--- config.mk ---
export PLATFORM = sky130hd
export DESIGN_NAME = frame_builder_xor_parity_flat
export DESIGN_NICKNAME = d
export VERILOG_FILES = /design/src/rtl/fb_pkg.sv /design/src/rtl/fb_in_if.sv /design/src/rtl/fb_out_if.sv /design/src/rtl/fb_frame_ctl.sv /design/src/rtl/fb_serial.sv /design/src/rtl/frame_builder_xor_parity.sv /design/src/flat_wrapper.sv
export SDC_FILE = /design/constraint.sdc
export NUM_CORES = 1
export LEC_CHECK = 0
export BUFFER_PORTS_ARGS = -buffer_cell sky130_fd_sc_hd__buf_2
export CAP_MARGIN = 20
export CORE_MARGIN = 2
export CORE_UTILIZATION = 40
export DETAILED_ROUTE_END_ITERATION = 8
export GPL_TIMING_DRIVEN = 0
export SLEW_MARGIN = 0
export SYNTH_ARGS = -nofsm -noshare
export SYNTH_HDL_FRONTEND = slang
export SYNTH_SLANG_ARGS = --single-unit
--- constraint.sdc ---
create_clock -name clk -period 3.4 [get_ports clk]
set_clock_uncertainty 0.1 [all_clocks]
set_input_delay 0.68 -clock clk [delete_from_list [all_inputs] [get_ports clk]]
set_output_delay 0.68 -clock clk [all_outputs]
set_load 0.02 [all_outputs]
--- src/rtl/fb_pkg.sv ---
// ----------------------------------------------------------------------------
// fb_pkg
// Shared constants and types for the frame builder with XOR parity.
// ----------------------------------------------------------------------------
`timescale 1ns / 1ps
`default_nettype none

package fb_pkg;

  localparam logic [7:0] START_BYTE   = 8'h7E;
  localparam logic [2:0] SEQ_LOW_MASK = 3'h7;

  localparam int unsigned GRP_BYTES   = 4;   // most bytes one item can cause
  localparam int unsigned LEN_W       = 5;
  localparam int unsigned CNT_W       = $clog2(GRP_BYTES + 1);
  localparam int unsigned IDX_W       = $clog2(GRP_BYTES);

  // Bytes caused by one accepted item, oldest first.
  typedef struct packed {
    logic [GRP_BYTES-1:0][7:0] bytes;
    logic [CNT_W-1:0]          count;   // 0 = item caused nothing
    logic                      closes;  // last byte is the parity byte
  } fb_group_t;

endpackage

`default_nettype wire

--- src/rtl/fb_in_if.sv ---
// ----------------------------------------------------------------------------
// fb_in_if
// Input channel: header or data items, valid/ready handshake.
// ----------------------------------------------------------------------------
`timescale 1ns / 1ps
`default_nettype none

interface fb_in_if;
  logic       valid;
  logic       ready;
  logic       is_header;
  logic [4:0] msg_type;
  logic [5:0] seq_num;
  logic [4:0] payload_len;
  logic [7:0] data_byte;

  modport source (output valid, is_header, msg_type, seq_num, payload_len, data_byte,
                  input ready);
  modport sink   (input valid, is_header, msg_type, seq_num, payload_len, data_byte,
                  output ready);
endinterface

`default_nettype wire

--- src/rtl/fb_out_if.sv ---
// ----------------------------------------------------------------------------
// fb_out_if
// Output channel: serialized frame bytes, valid/ready handshake.
// ----------------------------------------------------------------------------
`timescale 1ns / 1ps
`default_nettype none

interface fb_out_if;
  logic       valid;
  logic       ready;
  logic [7:0] out_byte;
  logic       frame_end;

  modport source (output valid, out_byte, frame_end, input ready);
  modport sink   (input valid, out_byte, frame_end, output ready);
endinterface

`default_nettype wire

--- src/rtl/fb_frame_ctl.sv ---
// ----------------------------------------------------------------------------
// fb_frame_ctl
// Frame state and byte group builder; one accepted item per cycle.
// ----------------------------------------------------------------------------
`timescale 1ns / 1ps
`default_nettype none

module fb_frame_ctl
  import fb_pkg::*;
(
  input  wire logic       clk,
  input  wire logic       rst,
  input  wire logic       accept,
  input  wire logic       is_header,
  input  wire logic [4:0] msg_type,
  input  wire logic [5:0] seq_num,
  input  wire logic [4:0] payload_len,
  input  wire logic [7:0] data_byte,
  input  wire logic       grp_take,
  output fb_group_t       grp,
  output logic            grp_valid
);

  logic             frame_open, frame_open_next;
  logic [LEN_W-1:0] bytes_remaining, bytes_remaining_next;
  logic [7:0]       running_parity, running_parity_next;
  fb_group_t        grp_next;

  logic [7:0]       h1, h2, par_hdr, par_data;
  logic [LEN_W-1:0] rem_dec;

  always_comb begin
    h1       = {payload_len, seq_num[5:3] & SEQ_LOW_MASK};
    h2       = {seq_num[2:0] & SEQ_LOW_MASK, msg_type};
    par_hdr  = h1 ^ h2;
    par_data = running_parity ^ data_byte;
    rem_dec  = bytes_remaining - LEN_W'(1);

    frame_open_next      = frame_open;
    bytes_remaining_next = bytes_remaining;
    running_parity_next  = running_parity;
    grp_next             = '0;

    if (is_header) begin
      grp_next.bytes[0] = START_BYTE;
      grp_next.bytes[1] = h1;
      grp_next.bytes[2] = h2;
      if (payload_len == '0) begin
        grp_next.bytes[3]    = par_hdr;
        grp_next.count       = CNT_W'(4);
        grp_next.closes      = 1'b1;
        frame_open_next      = 1'b0;
        bytes_remaining_next = '0;
        running_parity_next  = '0;
      end else begin
        grp_next.count       = CNT_W'(3);
        frame_open_next      = 1'b1;
        bytes_remaining_next = payload_len;
        running_parity_next  = par_hdr;
      end
    end else if (frame_open) begin
      grp_next.bytes[0]    = data_byte;
      bytes_remaining_next = rem_dec;
      running_parity_next  = par_data;
      if (rem_dec == '0) begin
        grp_next.bytes[1]   = par_data;
        grp_next.count      = CNT_W'(2);
        grp_next.closes     = 1'b1;
        frame_open_next     = 1'b0;
        running_parity_next = '0;
      end else begin
        grp_next.count = CNT_W'(1);
      end
    end
  end

  always_ff @(posedge clk) begin
    if (rst) begin
      frame_open      <= 1'b0;
      bytes_remaining <= '0;
      running_parity  <= '0;
      grp_valid       <= 1'b0;
    end else begin
      if (accept) begin
        frame_open      <= frame_open_next;
        bytes_remaining <= bytes_remaining_next;
        running_parity  <= running_parity_next;
      end
      if (accept && grp_next.count != '0) begin
        grp_valid <= 1'b1;
      end else if (grp_take) begin
        grp_valid <= 1'b0;
      end
    end
  end

  always_ff @(posedge clk) begin
    if (accept) begin
      grp <= grp_next;
    end
  end

endmodule

`default_nettype wire

--- src/rtl/fb_serial.sv ---
// ----------------------------------------------------------------------------
// fb_serial
// Byte serializer: takes one group, hands it out one beat per cycle while out_ready is high.
// ----------------------------------------------------------------------------
`timescale 1ns / 1ps
`default_nettype none

module fb_serial
  import fb_pkg::*;
(
  input  wire logic      clk,
  input  wire logic      rst,
  input  wire fb_group_t grp,
  input  wire logic      grp_valid,
  output logic           grp_take,
  output logic           out_valid,
  input  wire logic      out_ready,
  output logic [7:0]     out_byte,
  output logic           frame_end
);

  logic [GRP_BYTES-1:0][7:0] bytes;
  logic [CNT_W-1:0]          left;
  logic [IDX_W-1:0]          idx;
  logic                      closes;
  logic                      beat, free;

  assign out_valid = (left != '0);
  assign beat      = out_valid && out_ready;
  // free when empty or when the last pending beat goes this cycle
  assign free      = (left == '0) || (left == CNT_W'(1) && out_ready);
  assign grp_take  = grp_valid && free;
  assign out_byte  = bytes[idx];
  assign frame_end = closes && (left == CNT_W'(1));

  always_ff @(posedge clk) begin
    if (rst) begin
      left <= '0;
      idx  <= '0;
    end else if (grp_take) begin
      left <= grp.count;
      idx  <= '0;
    end else if (beat) begin
      left <= left - CNT_W'(1);
      idx  <= idx + IDX_W'(1);
    end
  end

  always_ff @(posedge clk) begin
    if (grp_take) begin
      bytes  <= grp.bytes;
      closes <= grp.closes;
    end
  end

endmodule

`default_nettype wire

--- src/rtl/frame_builder_xor_parity.sv ---
// ----------------------------------------------------------------------------
// frame_builder_xor_parity
// Link frame builder: start byte, packed header, payload, XOR parity byte.
// ----------------------------------------------------------------------------
//
//  port   | dir  | beat carries
//  -------+------+-----------------------------------------------------------
//  item   | sink | is_header, msg_type, seq_num, payload_len, data_byte
//  frame  | src  | out_byte, frame_end (high on the parity byte only)
//
//  One item is taken per cycle while the group register is free; the serializer
//  sends one byte per cycle while frame.ready is high, so frame sets the pace: a
//  header makes 3 bytes (4 with empty payload), a data beat 1 (2 if it closes).
//  Group register plus serializer act as a skid: the next item is taken
//  while the last byte of the previous one still waits on frame.ready.
//  rst (synchronous) closes any frame and drops pending bytes.
// ----------------------------------------------------------------------------
`timescale 1ns / 1ps
`default_nettype none

module frame_builder_xor_parity
  import fb_pkg::*;
(
  input  wire logic clk,
  input  wire logic rst,
  fb_in_if.sink     item,
  fb_out_if.source  frame
);

  fb_group_t grp;
  logic      grp_valid;
  logic      grp_take;
  logic      accept;

  // group register empties this cycle or already is empty
  assign item.ready = !grp_valid || grp_take;
  assign accept     = item.valid && item.ready;

  fb_frame_ctl u_ctl (
    .clk         (clk),
    .rst         (rst),
    .accept      (accept),
    .is_header   (item.is_header),
    .msg_type    (item.msg_type),
    .seq_num     (item.seq_num),
    .payload_len (item.payload_len),
    .data_byte   (item.data_byte),
    .grp_take    (grp_take),
    .grp         (grp),
    .grp_valid   (grp_valid)
  );

  fb_serial u_ser (
    .clk       (clk),
    .rst       (rst),
    .grp       (grp),
    .grp_valid (grp_valid),
    .grp_take  (grp_take),
    .out_valid (frame.valid),
    .out_ready (frame.ready),
    .out_byte  (frame.out_byte),
    .frame_end (frame.frame_end)
  );

endmodule

`default_nettype wire

--- src/flat_wrapper.sv ---
// flat-port wrapper written by rule: the top's interface ports become plain ports
module frame_builder_xor_parity_flat import fb_pkg::*;
  (clk, rst, item_valid, item_is_header, item_msg_type, item_seq_num, item_payload_len, item_data_byte, item_ready, frame_valid, frame_out_byte, frame_frame_end, frame_ready);
  fb_in_if item_i ();
  fb_out_if frame_i ();
  input  wire logic clk;
  input  wire logic rst;
  input wire logic [$bits(item_i.valid)-1:0] item_valid;
  input wire logic [$bits(item_i.is_header)-1:0] item_is_header;
  input wire logic [$bits(item_i.msg_type)-1:0] item_msg_type;
  input wire logic [$bits(item_i.seq_num)-1:0] item_seq_num;
  input wire logic [$bits(item_i.payload_len)-1:0] item_payload_len;
  input wire logic [$bits(item_i.data_byte)-1:0] item_data_byte;
  output wire logic [$bits(item_i.ready)-1:0] item_ready;
  output wire logic [$bits(frame_i.valid)-1:0] frame_valid;
  output wire logic [$bits(frame_i.out_byte)-1:0] frame_out_byte;
  output wire logic [$bits(frame_i.frame_end)-1:0] frame_frame_end;
  input wire logic [$bits(frame_i.ready)-1:0] frame_ready;
  assign item_i.valid = item_valid;
  assign item_i.is_header = item_is_header;
  assign item_i.msg_type = item_msg_type;
  assign item_i.seq_num = item_seq_num;
  assign item_i.payload_len = item_payload_len;
  assign item_i.data_byte = item_data_byte;
  assign item_ready = item_i.ready;
  assign frame_valid = frame_i.valid;
  assign frame_out_byte = frame_i.out_byte;
  assign frame_frame_end = frame_i.frame_end;
  assign frame_i.ready = frame_ready;
  frame_builder_xor_parity u_core (.clk(clk), .rst(rst), .item(item_i), .frame(frame_i));
endmodule
==> metrics.txt, run 1 <==
status finished, final reports clean; worst hold stages 0; final antenna diode count 0; Slew HR 47.28%; Post-Place Cells 489; final worst-path cycle share 78.07%; Power Dens Cells 613.1 nW/µm²; CP required 2.62 ns; Worst EP arrival 1.87 ns; fin crit period 2.654 ns; Die W 105.0 µm; MaxCap Viol Count 0; placed cell area 4468 µm²; Initial Util 41.53%; Min Hold Slack 0.3185 ns; die area 11020 µm²; Routed WL 8.543 mm; Die H 105.0 µm; post-route ant nets 0; Max Freq 376.8 MHz; # hold bufs at CTS 0; synth warn 0; GPL Wtd Cong 0.8391; CTS tree done; crit path kind register to output pin; Pleak 1.696 nW; Setup TNS 0 ns; reg2reg path depth 6; Worst Tran Pin Value 0.7908 ns; Top-Level Pins 40; row cnt 36; final hold vios 0; first-pass GRT wire length 13.28 mm; Synth Area per Inst 12.82 µm²; RSZ-0062 raised after global routing no; Total Nets Final 401; later-pin clock latency in the skew report 0.36 ns; final core utilization 47.31%; core area 9819 µm²; Setup Fix Bufs, Post-CTS 0; Clock Pin Slew Worst Setup and Hold Paths 0.09 ns; initial antenna violation count 0; largest area contributor in the netlist edfxtp_1; clk sinks 89; WL/cell 16.92 µm; Post-Syn Nets 352; Synth Register Bits 89; fraction of layout cells with a size suffix above 1 23.66%; Syn Inst Count 318; CTS H-Tree Depth 3; post-CTS resize count 0; vias 2608; Worst Setup End Kind output pin; ranking of synthesized cells by area edfxtp_1 (51%), dfxtp_1 (9.8%), mux4_2 (4.4%); largest net degree at the start of global routing 40; Synth cell types 50; GRT Overall Usage 15.86%; detailed-route DRC error count 0; drt pass-1 iters 4; Final Max Tran Viols 0; peak supply drop 362.9 µV; Hold Path Class register to register; Non-Filler Instances 505; final setup vio count 0; GR Overflow Total 0; vias per cell 5.164; crit-path max FO 9; post-synth top area share 50.81%; area grow syn2layout 13.93%; Worst setup SP type register; CTS max path bufs 2; vias in the first global route 2555; port bufs 37; clock root buffer master clkbuf_8; CTS buffer count 9; final instance area 4646 µm²; DR iter-0 viols 161; register area share after synthesis 60.63%; placed wire-length estimate 5.763 mm; synthesized area 4078 µm²
[where the power goes]
part | total (W) | switching, W | internal, W | leakage, nW
logic | 0.000748 | 0.000447 | 0.000301 | 0.783
clock network | 0.000663 | 0.000390 | 0.000273 | 0.0835
registers | 0.00144 | 0.0000648 | 0.00137 | 0.829
[cell type report]
type | instances | area (µm²)
buffer | 14 | 98.84
clock buffer | 10 | 127.6
timing repair buffer | 38 | 212.7
sequential | 89 | 2472
inverter | 23 | 86.33
multi-input combinational | 192 | 1431
clock inverter | 6 | 50.05
tap | 133 | 166.4
fill | 934 | 5174
[flip-flops by register name (all words and copies together), names as in the netlist]
name                          cells
u_core.u_ctl.grp                 36
u_core.u_ser.bytes               32
u_core.u_ctl.running_parity       8
u_core.u_ctl.bytes_remaining      5
u_core.u_ser.left                 3
u_core.u_ser.idx                  2
u_core.u_ctl.frame_open           1
u_core.u_ctl.grp_valid            1
u_core.u_ser.closes               1
[stage by stage]
step                worst slack, ns  total power [W]
global placement             0.1601         0.002192
CTS                          0.7077         0.002881
finish                       0.7458         0.002848
detailed placement            1.066         0.002220
floorplan                    0.7284         0.001995
global route                 0.6999         0.002996
[cells by family after synthesis]
| kind of cell | after synthesis | share of synthesized area (%) |
|---|---|---|
| DFF | 89 | 60.63 |
| buffers and inverters | 37 | 4.541 |
| xor gates and xnor gates | 20 | 4.296 |
| and+or+nand+nor | 93 | 12.43 |
| AOI/OAI and AO/OA | 65 | 11.91 |
| adders and majority gates | 5 | 1.534 |
| muxes | 9 | 4.664 |
[placed cells by master (no fill, tap or decap), types with 6 or more instances in the layout]
master / n
edfxtp_1: 69
buf_2: 40
inv_1: 22
nor2_1: 20
dfxtp_1: 20
nand2_1: 19
o21ai_0: 16
xnor2_1: 15
a21oi_1: 11
and2_1: 11
clkbuf_8: 9
mux4_2: 8
a32oi_1: 8
nand4_1: 8
nand3_1: 6
nand2b_1: 6
a21o_1: 6
nand3b_1: 6
[routing by layer]
layer | GRT usage, % | part of all wire (%)
met1 | 21.28 | 46
met2 | 25.05 | 47
met3 | 3.618 | 4.7
met4 | 6.095 | 2.1
met5 | 0 | 0
[Yosys cell counts, drive strengths merged]
cell and instances:
a211oi 4, a21bo 1, a21boi 1, a21o 6, a21oi 13, a311o 1
a311oi 1, a31o 1, a32oi 8, and2 11, and2b 1, and3b 1
buf 10, clkbuf 4, dfxtp 20, edfxtp 69, ha 5, inv 23
mux2i 1, mux4 8, nand2 19, nand2b 6, nand3 6, nand3b 6
nand4 9, nor2 20, nor2b 6, nor3 3, o211a 1, o211ai 9
o21a 1, o21ai 16, o21bai 1, o41ai 1, or2 2, or3 1
or4 2, xnor2 15, xor2 5
[critical path, cell delays in order (launching register included)]
cell and delay [ns]:
dfxtp_1 0.33, buf_1 0.60, mux4_2 0.41, buf_2 0.18
[worst paths after layout]
check        slack [ns]                            start                endpoint
max reg2reg        1.20  u_core.u_ctl.bytes_remaining[0]    u_core.u_ctl.grp[18]
min                0.32             u_core.u_ctl.grp[14]  u_core.u_ser.bytes[10]
min reg2reg        0.32             u_core.u_ctl.grp[14]  u_core.u_ser.bytes[10]
max                0.75              u_core.u_ser.idx[1]       frame_out_byte[3]
Power figures use the tool's default switching activity.
==> run 2: changes to the inputs <==
--- a/config.mk
+++ b/config.mk
@@ -5,6 +5,7 @@
 export SDC_FILE = /design/constraint.sdc
 export NUM_CORES = 1
 export LEC_CHECK = 0
+export ABC_AREA = 1
 export BUFFER_PORTS_ARGS = -buffer_cell sky130_fd_sc_hd__buf_2
 export CAP_MARGIN = 20
 export CORE_MARGIN = 2
==> constraint.sdc (replaced) <==
create_clock -name clk -period 2.6 [get_ports clk]
set_clock_uncertainty 0.1 [all_clocks]
set_input_delay 0.52 -clock clk [delete_from_list [all_inputs] [get_ports clk]]
set_output_delay 0.52 -clock clk [all_outputs]
set_load 0.02 [all_outputs]
==> run 2 against run 1 <==
Net effect:
- wire length down 7.5%
- register-to-register slack worse by 0.61 ns
- core utilization down 0.67 points
- final cell count up 13%
- die area down 3.5%
- non-clock buffer count down 2
- synthesized area down 3.7%
==> metrics.txt, run 2 <==
status finished, final reports clean; Worst EP arrival 1.76 ns; critical path's slowest cell clkbuf_1; # hold bufs at CTS 0; Max Freq 419.9 MHz; post-synth top area share 52.74%; dominant synthesized flop cell edfxtp_1; Initial Util 40.76%; Slew HR 51.11%; Post-Place Cells 553; Hold Startpoint rst; Setup TNS 0 ns; worst r2r src u_core.u_ser.left[1]; fin crit period 2.381 ns; synth warn 0; Slowest Stage Delay on Critical Path 0.39 ns; drt pass-1 iters 4; most frequent cells in the layout nand2_1 (88), edfxtp_1 (69), nor2_1 (51); port bufs 39; CTS max path bufs 2; register area share after synthesis 62.93%; Reg2Reg Setup Slack 0.59 ns; later-pin clock latency in the skew report 0.35 ns; area grow syn2layout 14.43%; Synth Register Bits 89; CTS tree done; ranking of synthesized cells by area edfxtp_1 (53%), dfxtp_1 (10%), nand2_1 (8.4%); most common cell after layout, fill and taps aside nand2_1; post-route ant nets 0; final worst-path cycle share 91.59%; Worst Setup End Kind output pin; placed wire-length estimate 5.968 mm; detailed-route DRC error count 0; clock root buffer master clkbuf_8; largest area contributor in the netlist edfxtp_1; final antenna diode count 0; Synth cell types 27; Hold Path Class input pin to register; largest net degree at the start of global routing 36; number of flops mapped to enable cells by yosys 69; most used cell, CP buf_2; CTS buffer count 9; Non-Filler Instances 569; Setup Fix Bufs, Post-CTS 0; final setup vio count 0; WL/cell 13.89 µm; worst hold stages 2; Pleak 1.903 nW; Power Dens Cells 823.8 nW/µm²; Biggest register u_core.u_ctl.grp; MaxCap Viol Count 0; Commonest cells post-synth nand2_1 (88), edfxtp_1 (69), nor2_1 (51); CP required 1.98 ns; crit path kind register to output pin; dpl ws 0.5230 ns; Synth Area per Inst 10.34 µm²; most frequent cell after synthesis nand2_1; Top-Level Pins 40; Post-synth ARST share 0%; max reg flops 36; Clock Pin Slew Worst Setup and Hold Paths 0.09 ns; Routed WL 7.902 mm; Post-Syn Nets 414; worst reg2reg endpoint u_core.u_ser.left[1]; vias per cell 4.696; final hold vios 0; GR Overflow Total 0; die area 10630 µm²; Worst setup SP type register; Die H 103.1 µm; synthesized area 3929 µm²; row cnt 36; vias in the first global route 2544; Hold Path End u_core.u_ser.left[2]; Worst Tran Pin Value 0.7322 ns; crit-path max FO 10; Die W 103.1 µm; Total Nets Final 465; initial antenna violation count 0; clk sinks 89; peak supply drop 334.1 µV; RSZ-0062 raised after global routing no; worst setup margin 0.2187 ns; core area 9639 µm²; Final Max Tran Viols 0; reg2reg path depth 9; vias 2672; post-CTS resize count 0; fraction of layout cells with a size suffix above 1 19.50%; GRT Overall Usage 16.09%; first-pass GRT wire length 12.70 mm; CTS H-Tree Depth 3; worst-path cell chain buf_2 -> clkbuf_1 -> o21ai_0 -> o22ai_1 -> buf_2; Syn Inst Count 380; GPL Wtd Cong 0.8478; biggest regs u_core.u_ctl.grp: 36 flops, u_core.u_ser.bytes: 32 flops, u_core.u_ctl.running_parity: 8 flops; DR iter-0 viols 140
==> run 2: worst max-delay path: cells and delay by family (launching register included) <==
family / cells / cell delay [ns]
buffers and inverters: 3 / 0.75
AO/OA/AOI/OAI: 2 / 0.35
flip-flops: 1 / 0.31
==> run 2: worst max-delay path by stage <==
stage	depth (start not counted)	start	endpoint	slack, ns
after global routing	5	u_core.u_ser.idx[0]	frame_out_byte[6]	0.13
final	5	u_core.u_ser.idx[0]	frame_out_byte[6]	0.22
after CTS	5	u_core.u_ser.idx[0]	frame_out_byte[6]	0.19
after floorplan	6	u_core.u_ser.left[0]	u_core.u_ctl.grp[0]	0.47
after global placement	8	frame_ready	u_core.u_ctl.frame_open	0.11
after detailed placement	8	frame_ready	u_core.u_ser.left[1]	0.52
==> run 2: logic make-up (layout without fill, tap and decap cells) <==
kind of cell             after synthesis  count (layout)  synth area share (%)
adder cells (fa/ha/maj)                5               5                 1.592
buffers and inverters                 51             107                 5.414
flip-flops                            89              89                 62.93
AND/OR/NAND/NOR                      163             163                 18.12
AO/OA/AOI/OAI                         53              53                 7.707
XOR/XNOR                              19              19                 4.236
==> run 2: metrics by stage <==
stage	total power [W]	hold slack, ns	instance area [µm²]	util, %
floorplan	0.002575	0.3003	3929	-
global placement	0.002853	0.3042	4290	44.51
detailed placement	0.002888	0.3045	4318	44.79
CTS	0.003742	0.2973	4496	46.64
global route	0.003927	0.3202	4496	46.64
finish	0.003704	0.3030	4496	46.64
==> run 2: final cells by class <==
cell class / count / area, µm²
Clock inverter: 6 / 50.05
Buffer: 10 / 58.81
Inverter: 41 / 153.9
Timing Repair Buffer: 40 / 222.7
Multi-Input combinational cell: 240 / 1244
Fill cell: 935 / 5144
Sequential cell: 89 / 2472
Tap cell: 133 / 166.4
Clock buffer: 10 / 127.6
==> run 2: per-layer routing <==
metal  vias to the layer above  wire, µm  GRT usage, %
li1                       1357         -             -
met1                      1251      3559         21.39
met2                        55      3936         26.37
met3                         9       337         2.983
met4                         0        68         5.972
met5                         -         0             0
==> run 2: where the power goes <==
part,switching [W],internal (W)
Clock,0.000501,0.000358
Sequential,0.0000845,0.00179
Combinational,0.000648,0.000320
